File: src/hdl/assert_macros.svh
// assertion macros shared by the odometry rtl
// expects clk and arst_n in the scope of every use
`ifndef ASSERT_MACROS_SVH
`define ASSERT_MACROS_SVH
`define CHK_ALWAYS(lbl, prop, msg) \
	lbl: assert property (@(posedge clk) disable iff (!arst_n) prop) \
		else $error(msg);
`define CHK_NEXT(lbl, ante, cons, msg) \
	lbl: assert property (@(posedge clk) disable iff (!arst_n) ante |=> cons) \
		else $error(msg);
`endif

File: src/hdl/ddo_pkg.sv
// shared types, constants and the arctangent table for the odometry core
// no dependencies
package ddo_pkg;

	localparam int ATAN_ENTRIES = 30;
	localparam logic [37:0] HALF_PI_Q30 = 38'd1686629713;
	localparam logic signed [33:0] INV_GAIN_Q30 = 34'sd652032874;

	localparam logic [2:0] CFG_DUTY_THR  = 3'd0;
	localparam logic [2:0] CFG_SPEED_LIM = 3'd1;
	localparam logic [2:0] CFG_SPT       = 3'd2;
	localparam logic [2:0] CFG_RADIUS    = 3'd3;
	localparam logic [2:0] CFG_ROB       = 3'd4;
	localparam logic [2:0] CFG_TICK      = 3'd5;
	localparam logic [2:0] CFG_STEP_LIM  = 3'd6;

	typedef enum logic [2:0] {SH_0, SH_8, SH_16, SH_17, SH_50} shift_t;

	typedef struct packed {
		logic [63:0] a;
		logic [31:0] b;
		logic        neg;
		shift_t      sh;
	} mul_req_t;

	typedef struct packed {
		logic               ready;
		logic signed [33:0] cos_v;
		logic signed [33:0] sin_v;
	} trig_t;

	typedef enum logic [1:0] {TR_IDLE, TR_DIV, TR_ROT} trig_state_t;

	typedef enum logic [2:0] {ST_IDLE, ST_GO, ST_WAIT, ST_CHECK, ST_DONE} state_t;

	typedef enum logic [3:0] {
		OP_ENC_L, OP_ENC_R, OP_V, OP_D, OP_RATE, OP_DTH, OP_DX, OP_DY, OP_SQX, OP_SQY
	} op_t;

	function automatic logic [31:0] atan_entry(input logic [4:0] i);
		logic [31:0] r;
		case (i)
			5'd0:  r = 32'h3243F6A8;
			5'd1:  r = 32'h1DAC6705;
			5'd2:  r = 32'h0FADBAFC;
			5'd3:  r = 32'h07F56EA6;
			5'd4:  r = 32'h03FEAB76;
			5'd5:  r = 32'h01FFD55B;
			5'd6:  r = 32'h00FFFAAA;
			5'd7:  r = 32'h007FFF55;
			5'd8:  r = 32'h003FFFEA;
			5'd9:  r = 32'h001FFFFD;
			5'd10: r = 32'h000FFFFF;
			5'd11: r = 32'h0007FFFF;
			5'd12: r = 32'h0003FFFF;
			5'd13: r = 32'h0001FFFF;
			5'd14: r = 32'h0000FFFF;
			5'd15: r = 32'h00007FFF;
			5'd16: r = 32'h00003FFF;
			5'd17: r = 32'h00001FFF;
			5'd18: r = 32'h00000FFF;
			5'd19: r = 32'h000007FF;
			5'd20: r = 32'h000003FF;
			5'd21: r = 32'h000001FF;
			5'd22: r = 32'h000000FF;
			5'd23: r = 32'h0000007F;
			5'd24: r = 32'h0000003F;
			5'd25: r = 32'h0000001F;
			5'd26: r = 32'h0000000F;
			5'd27: r = 32'h00000007;
			5'd28: r = 32'h00000003;
			5'd29: r = 32'h00000001;
			default: r = 32'h00000000;
		endcase
		return r;
	endfunction

endpackage

File: src/hdl/ddo_mul.sv
// bit-serial shift-add multiplier, one multiplier bit per cycle
// final shift, 64-bit saturation and sign; depends on ddo_pkg
`include "assert_macros.svh"
module ddo_mul (
	input  logic                clk,
	input  logic                arst_n,
	input  logic                start,
	input  ddo_pkg::mul_req_t   req,
	output logic                done,
	output logic signed [63:0]  result
);
	import ddo_pkg::*;

	localparam int BW = 32;
	localparam int CW = $clog2(BW);

	logic          busy_q, fin_q, done_q;
	logic [CW-1:0] cnt_q;
	logic [63:0]   a_q, hi_q;
	logic [BW-1:0] lo_q;
	logic          neg_q;
	shift_t        sh_q;
	logic signed [63:0] res_q;

	logic [64:0] sum;
	logic [95:0] prod, shifted;
	logic [62:0] mag63;

	assign sum  = {1'b0, hi_q} + (lo_q[0] ? {1'b0, a_q} : 65'd0);
	assign prod = {hi_q, lo_q};

	always_comb begin
		case (sh_q)
			SH_0:    shifted = prod;
			SH_8:    shifted = prod >> 8;
			SH_16:   shifted = prod >> 16;
			SH_17:   shifted = prod >> 17;
			SH_50:   shifted = prod >> 50;
			default: shifted = prod;
		endcase
	end

	assign mag63 = (|shifted[95:63]) ? {63{1'b1}} : shifted[62:0];

	always_ff @(posedge clk or negedge arst_n) begin
		if (!arst_n) begin
			busy_q <= 1'b0;
			fin_q  <= 1'b0;
			done_q <= 1'b0;
			cnt_q  <= '0;
		end else begin
			done_q <= 1'b0;
			if (start) begin
				busy_q <= 1'b1;
				cnt_q  <= '0;
			end else if (busy_q) begin
				cnt_q <= cnt_q + 1'b1;
				if (cnt_q == {CW{1'b1}}) begin
					busy_q <= 1'b0;
					fin_q  <= 1'b1;
				end
			end else if (fin_q) begin
				fin_q  <= 1'b0;
				done_q <= 1'b1;
			end
		end
	end

	always_ff @(posedge clk) begin
		if (start) begin
			a_q   <= req.a;
			hi_q  <= '0;
			lo_q  <= req.b;
			neg_q <= req.neg;
			sh_q  <= req.sh;
		end else if (busy_q) begin
			hi_q <= sum[64:1];
			lo_q <= {sum[0], lo_q[BW-1:1]};
		end else if (fin_q) begin
			res_q <= neg_q ? 64'sd0 - $signed({1'b0, mag63}) : $signed({1'b0, mag63});
		end
	end

	assign done   = done_q;
	assign result = res_q;

	`CHK_ALWAYS(a_mul_start_free, start |-> (!busy_q && !fin_q), "multiply started while busy")
	`CHK_NEXT(a_mul_done_pulse, done_q, !done_q, "done held longer than one cycle")

endmodule

File: config.mk
export PLATFORM = sky130hd
export DESIGN_NAME = ddo_mul
export DESIGN_NICKNAME = d
export VERILOG_FILES = /design/src/hdl/ddo_pkg.sv /design/src/hdl/ddo_mul.sv
export VERILOG_INCLUDE_DIRS = /design/src /design/src/hdl
export SDC_FILE = /design/constraint.sdc
export NUM_CORES = 1
export LEC_CHECK = 0
export ABC_AREA = 1
export ABC_CLOCK_PERIOD_IN_PS = 5400
export BUFFER_PORTS_ARGS = -buffer_cell sky130_fd_sc_hd__clkbuf_2
export CAP_MARGIN = 30
export CORE_MARGIN = 2
export CORE_UTILIZATION = 50
export DETAILED_ROUTE_END_ITERATION = 16
export PLACE_DENSITY = 0.78
export SLEW_MARGIN = 0
export SYNTH_ARGS = -nofsm -noshare
export SYNTH_HDL_FRONTEND = slang
export SYNTH_SLANG_ARGS = --single-unit
File: constraint.sdc
create_clock -name clk -period 5.4 [get_ports clk]
set_input_delay 1.08 -clock clk [delete_from_list [all_inputs] [get_ports clk]]
set_output_delay 1.08 -clock clk [all_outputs]
set_load 0.01 [all_outputs]
# Word-level counts from Yosys, hierarchy flattened
# Index checks and enable logic that the tools add are counted.
# Widths: inputs -> output; s select.
# classes
eq_ne	6
addsub	3
bitwise_logic	2
mux	16
reduce_logical	4
# op_table
op	count
$pmux 96 s4	1
$mux 63	2
$add 64x64->65	1
$mux 32	2
$mux 64	1
$sub 1x63->64 const A	1
$reduce_or 33->1	1
$mux 5	2
$mux 1	8
$eq 3x2->1 const B	2
$add 5x1->5 const B	1
$eq 5x5->1 const B	1
$eq 3x1->1 const B	1
$eq 3x3->1 const B	1
$reduce_and 3->1	1
$ne 2x1->1 const B	1
$not 1->1	2
$reduce_and 2->1	1
$reduce_bool 2->1	1
# totals
word_cells	42
reg_bits	236
output_inout_bits	65
in_bits	103

# Longest topological paths before layout
# depth
ltp_word	6
depth_mapped	25
mapped_depth_nobuf	24

# Worst setup path after synthesis
# Ideal clock, no wire load.
# synth_path
kind	in2reg
startpoint	in start
endpoint	reg res_q[0] (netlist: result[0]), enable pin
cell_stages	5
arrival_time_ps	5029
slack_ps	-115
path_buffers	2
setup_time_ps	486
path_cell_list	clkbuf_1 > nor2_1 > inv_1 > clkbuf_1 > nor2_1
# synth_between
elab_chain_cells	2
# synth_rtl
item	line	rtl
start, declared	ddo_mul.sv:7	input logic start,
$not 1->1 (no source line)	--	
$reduce_and 3->1 (no source line)	--	
end signal, assigned	ddo_mul.sv:80	res_q <= neg_q ? 64'sd0 - $signed({1'b0, mag63}) : $signed({1'b0, mag63});
end, declared	ddo_mul.sv:23	logic signed [63:0] res_q;
# Every way passes these cells.
# A chain may end at the register's enable or synchronous reset.

# Worst setup path in the final report
# layout_path
startpoint	reg sh_q[0]
endpoint	reg res_q[62] (netlist: result[62]) (data pin)
# layout_between
elab_chain_cells	6
elab_cells_between_ends	9
classes_between	add/sub: 1; eq/ne: 4; mux: 3; reduce/logical: 1
# layout_rtl
item	line	rtl
start, declared	ddo_mul.sv:22	shift_t sh_q;
start signal, assigned	ddo_mul.sv:75	sh_q <= req.sh;
$eq 3x3->1 (tied with other cells)	ddo_mul.sv:33	case (sh_q)
$pmux 96 s4 (*)	ddo_mul.sv:33	
$reduce_or 33->1	ddo_mul.sv:43	assign mag63 = (|shifted[95:63]) ? {63{1'b1}} : shifted[62:0];
$mux 63 (*)	ddo_mul.sv:43	
$sub 1x63->64	ddo_mul.sv:80	
$mux 63 (*)	ddo_mul.sv:80	
# Mark *: on every way between the ends. The rest lies on a longest branch, timed or not.

==> results.py <==
metrics = {
    "run_status": {
        "outcome": "complete, no violations",
    },
    "synth": {
        "synthArstFlopShare_pct": 3.390,
        "ys_types": 51,
        "synth_compound_area_share_pct": 14.71,
        "syn-instance-count": 2791,
        "yosys-mux-area-fraction_pct": 0,
        "synth_flop_cell": "edfxtp_1",
        "synthTopCellsByArea": "edfxtp_1 27%, nand2_1 14%, inv_1 9.5%",
        "synth_edf_count": 164,
        "synth_top_area_cell": "edfxtp_1",
        "yosysWarnings": 0,
        "synth_top_family_by_area": "simple AND/OR/NAND/NOR gates",
        "synth_xor_area_share_pct": 3.238,
        "ys_ff_latch": 236,
        "syn_nets": 2962,
        "synth.avg_cell_area_um2": 6.590,
        "yosysSeqAreaShare_pct": 34.83,
        "synth-simple-area-share_pct": 30.75,
        "syn-cell-area_um2": 18390,
        "synth_top_area_share_pct": 26.77,
        "synth_fa_ha_area_share_pct": 4.666,
    },
    "detailed_routing": {
        "route.detailed.drc": 0,
        "drtAntennaViolNets": 0,
        "num_vias": 19901,
        "routed_wl_mm": 76.89,
        "firstDrtPassIters": 6,
        "vias_per_cell": 5.821,
        "routedWlPerCell_um": 22.49,
        "dr.first_iter.drc_count": 1988,
    },
    "clocking": {
        "clock_sinks": 236,
        "post_cts_buffers": 0,
        "postCtsHoldBufs": 0,
        "clk_pin_slew_ns": 0.06,
        "cts_tree": "yes",
        "clock_path_buffers": 3,
        "htree_levels": 1,
        "cts_buffers": 28,
        "clock_latency_ns": 0.59,
        "cts_resized": 0,
        "cts_root_buf": "clkbuf_16",
    },
    "critical_path": {
        "worstPathArrival_ns": 5.04,
        "rrSetupSlack_ns": 0.71,
        "crit_fanout": 36,
        "r2r_cells": 17,
        "worstSetupEndpointType": "flop",
        "r2r_end": "result[62]$_DFFE_PP_",
        "cp.required_ns": 5.75,
        "worstSetupPathType": "reg2reg",
        "critical_path.startpoint_type": "flop",
        "crit_end": "result[62]$_DFFE_PP_",
        "reg2reg_from": "sh_q[0]$_DFFE_PP_",
        "crit_start": "sh_q[0]$_DFFE_PP_",
    },
    "timing": {
        "min_period_ns": 4.691,
        "rsz0062_at_grt": "no",
        "fmax_mhz": 213.2,
        "skew_ns": 0.02371,
        "relSlewSlack_pct": 33.02,
        "finalHoldViolCount": 0,
        "drv_slew": 0,
        "setup_violations": 0,
        "fin_setup_tns_ns": 0,
        "layout_setup_ws_ns": 0.7086,
        "worstMarginPinSlew_ns": 0.9985,
        "fin_crit_sh_pct": 86.88,
    },
    "finish": {
        "nets": 3099,
        "fillers": 3620,
        "layout_commonest_cell": "nand2_1",
        "mostFrequentLayoutCells": "685 x nand2_1, 466 x inv_1, 426 x nor2_1, 205 x o21ai_0, 169 x nand3_1",
        "multiInputGateArea_um2": 9836,
        "register_area_um2": 6406,
        "drive_gt1_share_pct": 9.017,
        "syn_to_final_growth_pct": 12.48,
    },
    "place": {
        "io_buffers": 167,
        "gp_congestion": 1.091,
        "place_hpwl_mm": 62.28,
        "dp_slack_ns": 0.9191,
    },
    "run": {
        "max_cap_viol_count": 0,
    },
    "floorplan": {
        "die_h_um": 195.8,
        "fp.dieArea_um2": 38340,
        "start_util_pct": 50.48,
        "pin_count": 168,
        "core-area_um2": 36430,
        "fp.dieW_um": 195.8,
        "num_rows": 70,
    },
    "power": {
        "pwr-share-clk_pct": 28.0,
        "p_sw_share_pct": 42.36,
        "p_int_w": 0.004179,
        "power.density_nw_per_um2": 350.4,
        "pwr-share-seq_pct": 34.6,
        "power.switching_w": 0.003071,
        "p_leak_nw": 9.721,
        "irDropWorstVdd_uv": 275.2,
        "power_frac_comb_pct": 37.4,
    },
    "global_routing": {
        "grt_max_degree": 78,
        "gr-total-overflow": 0,
        "grt_pass1_wl_mm": 114.5,
        "grt_util_all_layers_pct": 39.85,
        "grt_pass1_vias": 19497,
        "antenna_found_initial": 0,
    },
    "min_path": {
        "hold_class": "in2async",
    },
}
synth_stat cells (all sizes together) (2+ instances only):
cell and n:
buf 39, a221oi 3, a22oi 6, clkbuf 50, inv 471, o221ai 5, xor2 40, nand4 35
nor2 435, nand2 690, o2111ai 15, o22ai 41, o21ai 211, nor4 5, clkinv 3, nand3 172
o32ai 4, nor3 37, dfrtp 8, and2 3, xnor2 28, a21boi 6, a21o 10, ha 67
o21bai 6, o2bb2ai 2, dfxtp 64, o21a 7, edfxtp 164, a21oi 116, nand3b 6, a211oi 3
o211ai 18, a31oi 14
state kept, by name (all words and copies together), names as in the netlist:
name and flops:
lo_q 32, cnt_q 5, neg_q 1, result 64, fin_q 1, busy_q 1, done 1, sh_q 3
a_q 64, hi_q 64
stage by stage:
stage / utilization [%] / instance area, um2 / std cells / power (W) / hold WS [ns]
2_1_floorplan: - / 18400 / 2791 / 0.004068 / 0.4483
3_3_place_gp: 54.02 / 19680 / 3365 / 0.005086 / 0.4627
3_5_place_dp: 54.08 / 19700 / 3366 / 0.005117 / 0.5159
4_1_cts: 56.78 / 20690 / 3418 / 0.007132 / 0.3182
5_1_grt: 56.78 / 20690 / 3418 / 0.007535 / 0.3338
6_report: 56.78 / 20690 / 3419 / 0.007250 / 0.3202
worst min path at each step:
stage                         start                    to  depth (start not counted)
4_1_cts                      arst_n  cnt_q[1]$_DFFE_PN0P_                          1
2_1_floorplan  cnt_q[4]$_DFFE_PN0P_  cnt_q[4]$_DFFE_PN0P_                          2
5_1_grt                      arst_n  cnt_q[1]$_DFFE_PN0P_                          1
3_5_place_dp   cnt_q[4]$_DFFE_PN0P_  cnt_q[4]$_DFFE_PN0P_                          2
3_3_place_gp   cnt_q[4]$_DFFE_PN0P_  cnt_q[4]$_DFFE_PN0P_                          2
6_report                     arst_n  cnt_q[1]$_DFFE_PN0P_                          1
final cells by class:
cell class / count / share of cell area [%]
multi-input combinational: 1992 / 47.54
sequential: 236 / 30.96
inverter: 474 / 8.600
timing repair buffer: 196 / 5.304
clock buffer: 39 / 3.780
tap: 468 / 2.830
clock inverter: 13 / 0.9676
antenna: 1 / 0.01210
routing by layer:
layer / up-vias / GRT usage (%) / wire length, um
met1: 9107 / 44.84 / 27700
met4: 0 / 31.87 / 7405
met3: 318 / 5.639 / 6074
li1: 9334 / - / -
met5: - / 0 / 0
met2: 1142 / 67.93 / 35710
cells by family after synthesis:
family | after synthesis
flip-flops | 236
adder cells (fa/ha/maj) | 68
buffers and inverters | 563
AND/OR/NAND/NOR | 1385
XOR/XNOR | 68
AO/OA/AOI/OAI | 471
critical path, cell delays in order, from the launching register on:
cell and delay (ns):
edfxtp_1 0.51, nor2_1 0.14, nand2_1 0.35, nand3_2 0.71, buf_4 0.34, nor2_1 0.06
nor2_1 0.47, nand4_1 0.40, nor2_1 0.45, nand2_1 0.15, nor2_1 0.20, nand2_1 0.13
nor2_1 0.20, nand2_1 0.09, nand2_1 0.07, nand2_1 0.05, nand2_1 0.05, nand2_1 0.06
power by group through the flow:
stage	logic (W)	clock network [W]	registers [W]
3_5_place_dp	0.00260	0	0.00252
3_3_place_gp	0.00257	0	0.00252
5_1_grt	0.00293	0.00210	0.00250
4_1_cts	0.00261	0.00204	0.00248
6_report	0.00271	0.00203	0.00251
2_1_floorplan	0.00172	0	0.00235
Note: power is estimated with default switching activity, not from simulation.
