--- src/hdl/assert_macros.svh ---
// assertion macros shared by the odometry rtl
// expects clk and arst_n in the scope of every use
`ifndef ASSERT_MACROS_SVH
`define ASSERT_MACROS_SVH
`define CHK_ALWAYS(lbl, prop, msg) \
	lbl: assert property (@(posedge clk) disable iff (!arst_n) prop) \
		else $error(msg);
`define CHK_NEXT(lbl, ante, cons, msg) \
	lbl: assert property (@(posedge clk) disable iff (!arst_n) ante |=> cons) \
		else $error(msg);
`endif

--- src/hdl/ddo_pkg.sv ---
// shared types, constants and the arctangent table for the odometry core
// no dependencies
package ddo_pkg;

	localparam int ATAN_ENTRIES = 30;
	localparam logic [37:0] HALF_PI_Q30 = 38'd1686629713;
	localparam logic signed [33:0] INV_GAIN_Q30 = 34'sd652032874;

	localparam logic [2:0] CFG_DUTY_THR  = 3'd0;
	localparam logic [2:0] CFG_SPEED_LIM = 3'd1;
	localparam logic [2:0] CFG_SPT       = 3'd2;
	localparam logic [2:0] CFG_RADIUS    = 3'd3;
	localparam logic [2:0] CFG_ROB       = 3'd4;
	localparam logic [2:0] CFG_TICK      = 3'd5;
	localparam logic [2:0] CFG_STEP_LIM  = 3'd6;

	typedef enum logic [2:0] {SH_0, SH_8, SH_16, SH_17, SH_50} shift_t;

	typedef struct packed {
		logic [63:0] a;
		logic [31:0] b;
		logic        neg;
		shift_t      sh;
	} mul_req_t;

	typedef struct packed {
		logic               ready;
		logic signed [33:0] cos_v;
		logic signed [33:0] sin_v;
	} trig_t;

	typedef enum logic [1:0] {TR_IDLE, TR_DIV, TR_ROT} trig_state_t;

	typedef enum logic [2:0] {ST_IDLE, ST_GO, ST_WAIT, ST_CHECK, ST_DONE} state_t;

	typedef enum logic [3:0] {
		OP_ENC_L, OP_ENC_R, OP_V, OP_D, OP_RATE, OP_DTH, OP_DX, OP_DY, OP_SQX, OP_SQY
	} op_t;

	function automatic logic [31:0] atan_entry(input logic [4:0] i);
		logic [31:0] r;
		case (i)
			5'd0:  r = 32'h3243F6A8;
			5'd1:  r = 32'h1DAC6705;
			5'd2:  r = 32'h0FADBAFC;
			5'd3:  r = 32'h07F56EA6;
			5'd4:  r = 32'h03FEAB76;
			5'd5:  r = 32'h01FFD55B;
			5'd6:  r = 32'h00FFFAAA;
			5'd7:  r = 32'h007FFF55;
			5'd8:  r = 32'h003FFFEA;
			5'd9:  r = 32'h001FFFFD;
			5'd10: r = 32'h000FFFFF;
			5'd11: r = 32'h0007FFFF;
			5'd12: r = 32'h0003FFFF;
			5'd13: r = 32'h0001FFFF;
			5'd14: r = 32'h0000FFFF;
			5'd15: r = 32'h00007FFF;
			5'd16: r = 32'h00003FFF;
			5'd17: r = 32'h00001FFF;
			5'd18: r = 32'h00000FFF;
			5'd19: r = 32'h000007FF;
			5'd20: r = 32'h000003FF;
			5'd21: r = 32'h000001FF;
			5'd22: r = 32'h000000FF;
			5'd23: r = 32'h0000007F;
			5'd24: r = 32'h0000003F;
			5'd25: r = 32'h0000001F;
			5'd26: r = 32'h0000000F;
			5'd27: r = 32'h00000007;
			5'd28: r = 32'h00000003;
			5'd29: r = 32'h00000001;
			default: r = 32'h00000000;
		endcase
		return r;
	endfunction

endpackage

--- src/hdl/ddo_cordic.sv ---
// heading to cos and sin: serial quarter-turn division then iterative cordic
// one quotient bit or one rotation per cycle; depends on ddo_pkg
`include "assert_macros.svh"
module ddo_cordic #(
	parameter int TRIG_ITERATIONS = 24
) (
	input  logic               clk,
	input  logic               arst_n,
	input  logic               start,
	input  logic signed [31:0] heading,
	output ddo_pkg::trig_t     trig
);
	import ddo_pkg::*;

	localparam int STEPS = (TRIG_ITERATIONS < ATAN_ENTRIES) ? TRIG_ITERATIONS : ATAN_ENTRIES;
	localparam int IW = $clog2(STEPS);

	trig_state_t st_q, st_nx;
	logic [37:0] rem_q;
	logic [6:0]  quo_q;
	logic [2:0]  k_q;
	logic        neg_q, ready_q;
	logic signed [33:0] x_q, y_q, z_q;
	logic [IW-1:0] i_q;
	logic [1:0]  quad_q;

	logic signed [37:0] ang;
	logic [37:0] ang_mag, trial, rem_nx;
	logic        ge;
	logic [6:0]  quo_nx, quo_neg;
	logic signed [33:0] z_pos, xs, ys, at;
	logic [4:0]  i_idx;

	assign ang     = {heading, 6'd0};
	assign ang_mag = ang[37] ? 38'd0 - ang : ang;
	assign trial   = HALF_PI_Q30 << k_q;
	assign ge      = rem_q >= trial;
	assign rem_nx  = ge ? rem_q - trial : rem_q;
	assign quo_nx  = {quo_q[5:0], ge};
	assign quo_neg = 7'd0 - quo_nx;
	assign z_pos   = $signed(rem_nx[33:0]);
	assign i_idx   = 5'(i_q);
	assign xs      = x_q >>> i_q;
	assign ys      = y_q >>> i_q;
	assign at      = $signed({2'b00, atan_entry(i_idx)});

	always_comb begin
		st_nx = st_q;
		unique case (st_q)
			TR_IDLE: if (start) st_nx = TR_DIV;
			TR_DIV:  if (k_q == 3'd0) st_nx = TR_ROT;
			TR_ROT:  if (i_q == IW'(STEPS - 1)) st_nx = TR_IDLE;
			default: st_nx = TR_IDLE;
		endcase
	end

	always_ff @(posedge clk or negedge arst_n) begin
		if (!arst_n) begin
			st_q    <= TR_IDLE;
			ready_q <= 1'b0;
		end else begin
			st_q <= st_nx;
			if (start)
				ready_q <= 1'b0;
			else if (st_q == TR_ROT && st_nx == TR_IDLE)
				ready_q <= 1'b1;
		end
	end

	always_ff @(posedge clk) begin
		if (start) begin
			rem_q <= ang_mag;
			neg_q <= ang[37];
			quo_q <= '0;
			k_q   <= 3'd6;
		end else if (st_q == TR_DIV) begin
			rem_q <= rem_nx;
			quo_q <= quo_nx;
			k_q   <= k_q - 1'b1;
			if (k_q == 3'd0) begin
				z_q    <= neg_q ? 34'sd0 - z_pos : z_pos;
				quad_q <= neg_q ? quo_neg[1:0] : quo_nx[1:0];
				x_q    <= INV_GAIN_Q30;
				y_q    <= '0;
				i_q    <= '0;
			end
		end else if (st_q == TR_ROT) begin
			i_q <= i_q + 1'b1;
			if (!z_q[33]) begin
				x_q <= x_q - ys;
				y_q <= y_q + xs;
				z_q <= z_q - at;
			end else begin
				x_q <= x_q + ys;
				y_q <= y_q - xs;
				z_q <= z_q + at;
			end
		end
	end

	always_comb begin
		trig.ready = ready_q;
		case (quad_q)
			2'd0: begin trig.cos_v = x_q;         trig.sin_v = y_q;         end
			2'd1: begin trig.cos_v = 34'sd0 - y_q; trig.sin_v = x_q;         end
			2'd2: begin trig.cos_v = 34'sd0 - x_q; trig.sin_v = 34'sd0 - y_q; end
			default: begin trig.cos_v = y_q;      trig.sin_v = 34'sd0 - x_q; end
		endcase
	end

	`CHK_ALWAYS(a_trig_start_idle, start |-> (st_q == TR_IDLE), "cordic restarted mid-run")
	`CHK_ALWAYS(a_trig_ready_idle, ready_q |-> (st_q == TR_IDLE), "ready while running")

endmodule

--- config.mk ---
export PLATFORM = sky130hd
export DESIGN_NAME = ddo_cordic
export DESIGN_NICKNAME = d
export VERILOG_FILES = /design/src/hdl/ddo_pkg.sv /design/src/hdl/ddo_cordic.sv
export VERILOG_INCLUDE_DIRS = /design/src /design/src/hdl
export SDC_FILE = /design/constraint.sdc
export NUM_CORES = 1
export LEC_CHECK = 0
export BUFFER_PORTS_ARGS = -buffer_cell sky130_fd_sc_hd__clkbuf_2
export CORE_ASPECT_RATIO = 0.6
export CORE_MARGIN = 2
export CORE_UTILIZATION = 42
export DETAILED_ROUTE_END_ITERATION = 12
export SLEW_MARGIN = 0
export SYNTH_ARGS = -nofsm -noshare
export SYNTH_HDL_FRONTEND = slang
export SYNTH_SLANG_ARGS = --single-unit
--- constraint.sdc ---
create_clock -name clk -period 8.15 [get_ports clk]
set_clock_uncertainty 0.2 [all_clocks]
set_input_delay 1.2225 -clock clk [delete_from_list [all_inputs] [get_ports clk]]
set_output_delay 1.2225 -clock clk [all_outputs]
set_load 0.005 [all_outputs]
# ---- Yosys cells after proc, flatten, opt, wreduce, memory -nomap -nowiden
# Memory sizes are Yosys's and may differ from the RTL's. A register that Yosys moved wholly into a read port is not among the register bits.
# Index checks and enable logic that the tools add are counted.
dict set report op_classes {
  n_addsub 14
  n_eq_ne 6
  bitwise_logic 1
  shift 3
  div 0
  multipliers 0
  mux 29
  reduce_logical 12
  magnitude_cmp 1
}
# operator n
set op_table {}
lappend op_table {{34-bit 2-to-1 mux} 13}
lappend op_table {{68-bit one-hot mux with 3 select lines} 1}
lappend op_table {{38-bit 2-to-1 mux} 4}
lappend op_table {{1-bit by 34-bit subtractor with 34-bit output, first input constant} 3}
lappend op_table {{34-bit adder} 2}
lappend op_table {{34-bit by 5-bit >>> shifter with 34-bit output} 2}
lappend op_table {{34-bit subtractor} 2}
lappend op_table {{38-bit greater-or-equal comparator} 1}
lappend op_table {{31-bit by 3-bit left shift with 38-bit output, first input constant} 1}
lappend op_table {{1-bit by 38-bit subtractor with 38-bit output, first input constant} 1}
lappend op_table {{38-bit subtractor} 1}
lappend op_table {{34-bit by 33-bit adder with 34-bit output} 1}
lappend op_table {{34-bit by 33-bit subtractor with 34-bit output} 1}
lappend op_table {{5-bit 2-to-1 mux} 4}
lappend op_table {{2-bit 2-to-1 mux} 4}
lappend op_table {{2-bit nonzero test} 4}
lappend op_table {{2-bit zero test} 3}
lappend op_table {{2-bit one-hot mux with 3 select lines} 1}
lappend op_table {{3-bit AND reduction} 2}
lappend op_table {{5-bit by 1-bit adder with 5-bit output, second input constant} 1}
lappend op_table {{5-bit equality test, second input constant} 1}
lappend op_table {{2-bit by 1-bit equality test with 1-bit output, second input constant} 2}
lappend op_table {{2-bit equality test, second input constant} 2}
lappend op_table {{3-bit zero test} 1}
lappend op_table {{7 further kinds} 8}
dict set report word_totals {
  elab_cells 79
  latch_bits 0
  mem_bits_rw 0
  romBits 960
  mem_count 1
  register_bits 155
  inputBits 35
}
# name words width rd rd_ports_with_merged_regs write_ports line
set mem_list {}
lappend mem_list {{(no name shown)} 32 30 1 1 0 ddo_pkg.sv:42} ;# case (i)

# ---- Depth between registers and ports, before layout
dict set report depth {
  depth_word 7
  mapped_depth 30
  ltp_nobuf 26
}

# ---- Least setup slack after synthesis
# OpenSTA, ideal clock, no wires.
dict set report synth_timing {
  path_type {input to register}
  startpoint {input port start}
  endpoint {register, netlist name at[1]}
  setup_time_ns 0.125
  stages 11
  path_slack_ns 1.069
  path_buffers 1
  required_ns 7.825
  t_arrival_ns 6.756
  cell_sequence {nor2b_1 -> nor2b_1 -> clkbuf_1 -> mux2i_1 -> inv_1 -> ha_1 -> nand2_1 -> o21ai_0 -> a22oi_1 -> nor2_1 -> a21oi_1}
}
dict set report synth_between {
  elab_chain_len 3
}
# element line
set synth_lines {}
lappend synth_lines {{start, declared} ddo_cordic.sv:9} ;# input logic start,
lappend synth_lines {{1-bit NOT (no source line)} --}
lappend synth_lines {{3-bit AND reduction (no source line)} --}
lappend synth_lines {{5-bit 2-to-1 mux (no source line)} --}
# Every way passes these cells.
# A chain may end at the register's enable or synchronous reset.

# ---- Worst setup path in the final report
dict set report layout_timing {
  startpoint {register i_q[1] (netlist: i_idx[1])}
  endpoint {register y_q[30], data pin}
}
dict set report layout_between {
  elab_chain_len 5
}
# element line
set layout_lines {}
lappend layout_lines {{start, declared} ddo_cordic.sv:24} ;# logic [IW-1:0] i_q;
lappend layout_lines {{start signal, assigned} ddo_cordic.sv:88} ;# i_q <= i_q + 1'b1;
lappend layout_lines {{34-bit by 5-bit >>> shifter with 34-bit output *} ddo_cordic.sv:43} ;# assign xs = x_q >>> i_q;
lappend layout_lines {{34-bit adder / 34-bit subtractor (equally long branches)} {ddo_cordic.sv:91, ddo_cordic.sv:95}}
lappend layout_lines {{34-bit 2-to-1 mux *} ddo_cordic.sv:89} ;# if (!z_q[33]) begin
lappend layout_lines {{34-bit 2-to-1 mux *} ddo_cordic.sv:87} ;# end else if (st_q == TR_ROT) begin
lappend layout_lines {{34-bit 2-to-1 mux *} ddo_cordic.sv:76} ;# end else if (st_q == TR_DIV) begin
lappend layout_lines {{end signal, assigned} ddo_cordic.sv:91} ;# y_q <= y_q + xs;
lappend layout_lines {{end signal, assigned} ddo_cordic.sv:95} ;# y_q <= y_q - xs;
lappend layout_lines {{end, declared} ddo_cordic.sv:23} ;# logic signed [33:0] x_q, y_q, z_q;
# Mark *: on every way between the ends. The rest lies on a longest branch, timed or not. The select of a mux whose other input is x is not followed.

==> reports/qor.csv <==
stage;metric;value;unit
floorplan;die area;0.0639;sq mm
worst_setup_path;Worst Path Buf+Inv;1;
outcome;status;finished clean;
floorplan;core area;0.0610;sq mm
layout;most frequent cells in the layout;346 x nor2_1, 304 x a21oi_1, 291 x nand2_1;
layout;fillers;5985;
grt;Congestion Overflow GR;0;
cts;Clock Sinks;185;
worst_setup_path;WP depth;20;
worst_setup_path;CP Capture Type;flop;
timing;Slew Limit Fails;0;
timing;final hold violation count;0;
worst_hold_path;Hold Crit Class;reg -> reg;
timing;Max-Slew Margin vs Limit;21.0;%
worst_setup_path;FF-to-FF Start;i_idx[1];
yosys;syn avg cell area;8.19;sq um
grt;initial antenna violation count;1;
place;DP HPWL;77600;microns
yosys;EDFF count, synth;148;
worst_setup_path;crit path DAT;7.58;ns
cts;clk_lat worst skew;0.49;ns
worst_setup_path;CP startpoint kind;flop;
worst_hold_path;Hold Crit Depth;2;
detailed_routing;total number of vias;25900;
floorplan;die width;325;microns
worst_setup_path;reg2reg path depth;20;
place;GPL Wtd Cong;1.05;
timing;highest clock rate;0.132;GHz
worst_setup_path;CP Cell Sequence;buf_4, mux4_2, mux2i_1, mux4_2, ha_1, and3_1, nor2b_1, and2_0, a21oi_1, xor2_1, ha_1, nand3_1, o31ai_1, a211oi_1, o32ai_1, nor2_1, o21ai_0, o21ai_0, xor2_1, nor2_1;
cts;maximum buffer depth of the clock tree;2;
place;port bufs;103;
worst_setup_path;Max FO, Critical Path;15;
yosys;predominant post-synthesis flop cell;edfxtp_1;
cts;post-CTS resize count;0;
yosys;Syn. warnings;0;
detailed_routing;post-route ant nets;0;
worst_setup_path;slowest CP cell;edfxtp_1;
grt;GRT Total Usage;30.4;%
worst_hold_path;hold path startpoint;quo_q[0];
flow_run;Max Cap Viol;0;
floorplan;Rows;70;
cts;Hold Buf Count CTS;0;
layout;nets;3336;
worst_setup_path;CP top delay family;compound AO/OA/AOI/OAI gates;
worst_setup_path;flop2flop setup slack;0.59;ns
grt;largest net degree at the start of global routing;105;
cts;setup bufs post-CTS;0;
floorplan;initial cell density of the core;42.6;%
detailed_routing;vias per cell;6.51;
layout;commonest non-fill, non-tap cell in the layout;nor2_1;
yosys;FF+latch count, synth;185;
grt;first-pass GRT wire length;147000;microns
timing;Setup TNS;0;ns
detailed_routing;Routed WL per cell;25.1;microns
cts;clk root buf;clkbuf_16;
layout;Synth-to-Final Area Change;6.62;%
cts;Clock Pin Slew Worst Setup and Hold Paths;0.09;ns
worst_setup_path;Req. time, crit path;8.17;ns
detailed_routing;DRC viols;0;
yosys;sequential fraction of the synthesis area;20.0;%
layout;fin util;45.4;%
cts;H-tree depth;4;
detailed_routing;first-pass iteration count of the detailed router;6;
yosys;Mapped Cells;3172;
yosys;Syn Std Cell Area;0.0260;sq mm
worst_setup_path;Reg-to-Reg End;y_q[30];
detailed_routing;drt initial violations;4062;
worst_setup_path;CP max stage delay;0.82;ns
place;# placed instances;3942;
grt;vias in the first global route;22600;
timing;RSZ-0062 raised after global routing;false;
timing;Worst-Margin Slew;1.18;ns
detailed_routing;final wirelength;99800;microns
cts;CTS tree;yes;
timing;Period minus WS final;7.56;ns
yosys;ys async rst share;1.62;%
timing;crit share post-route;92.8;%
yosys;Synth Net Count;3375;
worst_hold_path;worst hold endpoint;quo_q[0];
layout;share of cells above drive strength 1;12.1;%
cts;TritonCTS buffer count;17;
layout;final cell count without fillers;3975;
floorplan;I/O pins;104;
worst_setup_path;Crit Path Category;reg -> reg;
yosys;distinct cell type count after synthesis;94;
floorplan;die height;197;microns
timing;Final setup viols;0;
-- sequential cells by signal, indices dropped and copies added (netlist names), 2 cells and up --
name    cells
at         30
quad_q      2
z_q        34
y_q        34
st_q        2
k_q         3
x_q        34
i_idx       5
rem_q      38
-- worst register-to-register path, delay by kind of cell, from the launching register on --
kind | cells | cell delay (ns)
compound gates | 6 | 2.21
mux | 3 | 1.57
simple gates | 6 | 1.09
flops | 1 | 0.82
fa+ha+maj | 2 | 0.69
buf+inv | 1 | 0.37
xor+xnor | 2 | 0.34
-- layer usage --
layer	part of all wire (%)	global-route usage, %	up-vias
met5	0	0	-
li1	-	-	11700
met3	15	13.5	63
met1	50	50.5	12600
met2	34	34.1	1510
met4	0.69	3.45	0
-- how the worst max path moves through the flow --
stage                         from       to
after floorplan              start    at[1]
after global routing      i_idx[1]  y_q[33]
after global placement    i_idx[1]  y_q[29]
final                     i_idx[1]  y_q[30]
after CTS                 i_idx[1]  y_q[29]
after detailed placement  i_idx[1]  y_q[29]
-- through the flow --
step | area, sq um | hold WS [ns] | worst slack (ns)
floorplan | 26000 | 0.264 | 1.07
global placement | 27100 | 0.292 | 1.00
detailed placement | 27100 | 0.290 | 0.991
CTS | 27700 | 0.292 | 0.965
global route | 27700 | 0.304 | 0.376
finish | 27700 | 0.300 | 0.587
-- kinds of logic after synthesis --
family	after synthesis	share of synthesized area, %
DFF	185	20.0
AOI/OAI and AO/OA	924	22.6
adders and majority gates	168	8.21
buffers and inverters	290	4.40
and+or+nand+nor	1059	19.5
muxes	231	14.7
xor gates and xnor gates	315	10.6
-- synthesized netlist by cell type, types with 19 or more instances --
cell type	number	share of area (%)
edfxtp_1	148	17
xnor2_1	166	5.6
nand3_1	38	0.73
nand2_1	291	4.2
clkbuf_1	146	2.1
and3_1	29	0.70
xor2_1	148	5.0
dfxtp_1	34	2.6
nor2_1	346	5.0
ha_1	164	7.9
nor4_1	21	0.51
o21ai_0	188	3.6
a21o_1	74	2.1
a31oi_1	45	1.1
nor3_1	74	1.4
nand4_1	24	0.58
a211oi_1	35	1.0
mux4_2	117	10
inv_1	81	1.2
and2_1	27	0.65
o31ai_1	32	0.92
o21a_1	35	1.0
mux2_2	29	1.3
buf_1	33	0.48
or3_1	42	1.0
mux2i_1	85	3.3
nand2b_1	35	0.84
a21oi_1	304	5.9
nor2b_1	41	0.99
buf_2	19	0.37
-- cell type report --
cell class                      count  area (sq um)  area share, %
Timing Repair Buffer              147           871           3.14
Multi-Input combinational cell   2697         19700           71.0
Tap cell                          828          1040           3.74
Sequential cell                   185          5200           18.8
Clock inverter                     15           188          0.678
Clock buffer                       17           425           1.54
Inverter                           85           319           1.15
Antenna cell                        1          2.50        0.00904
Power is left out: the tool's default activity adds up to more than one toggle a clock period on the data nets, which glitch-free logic cannot reach.
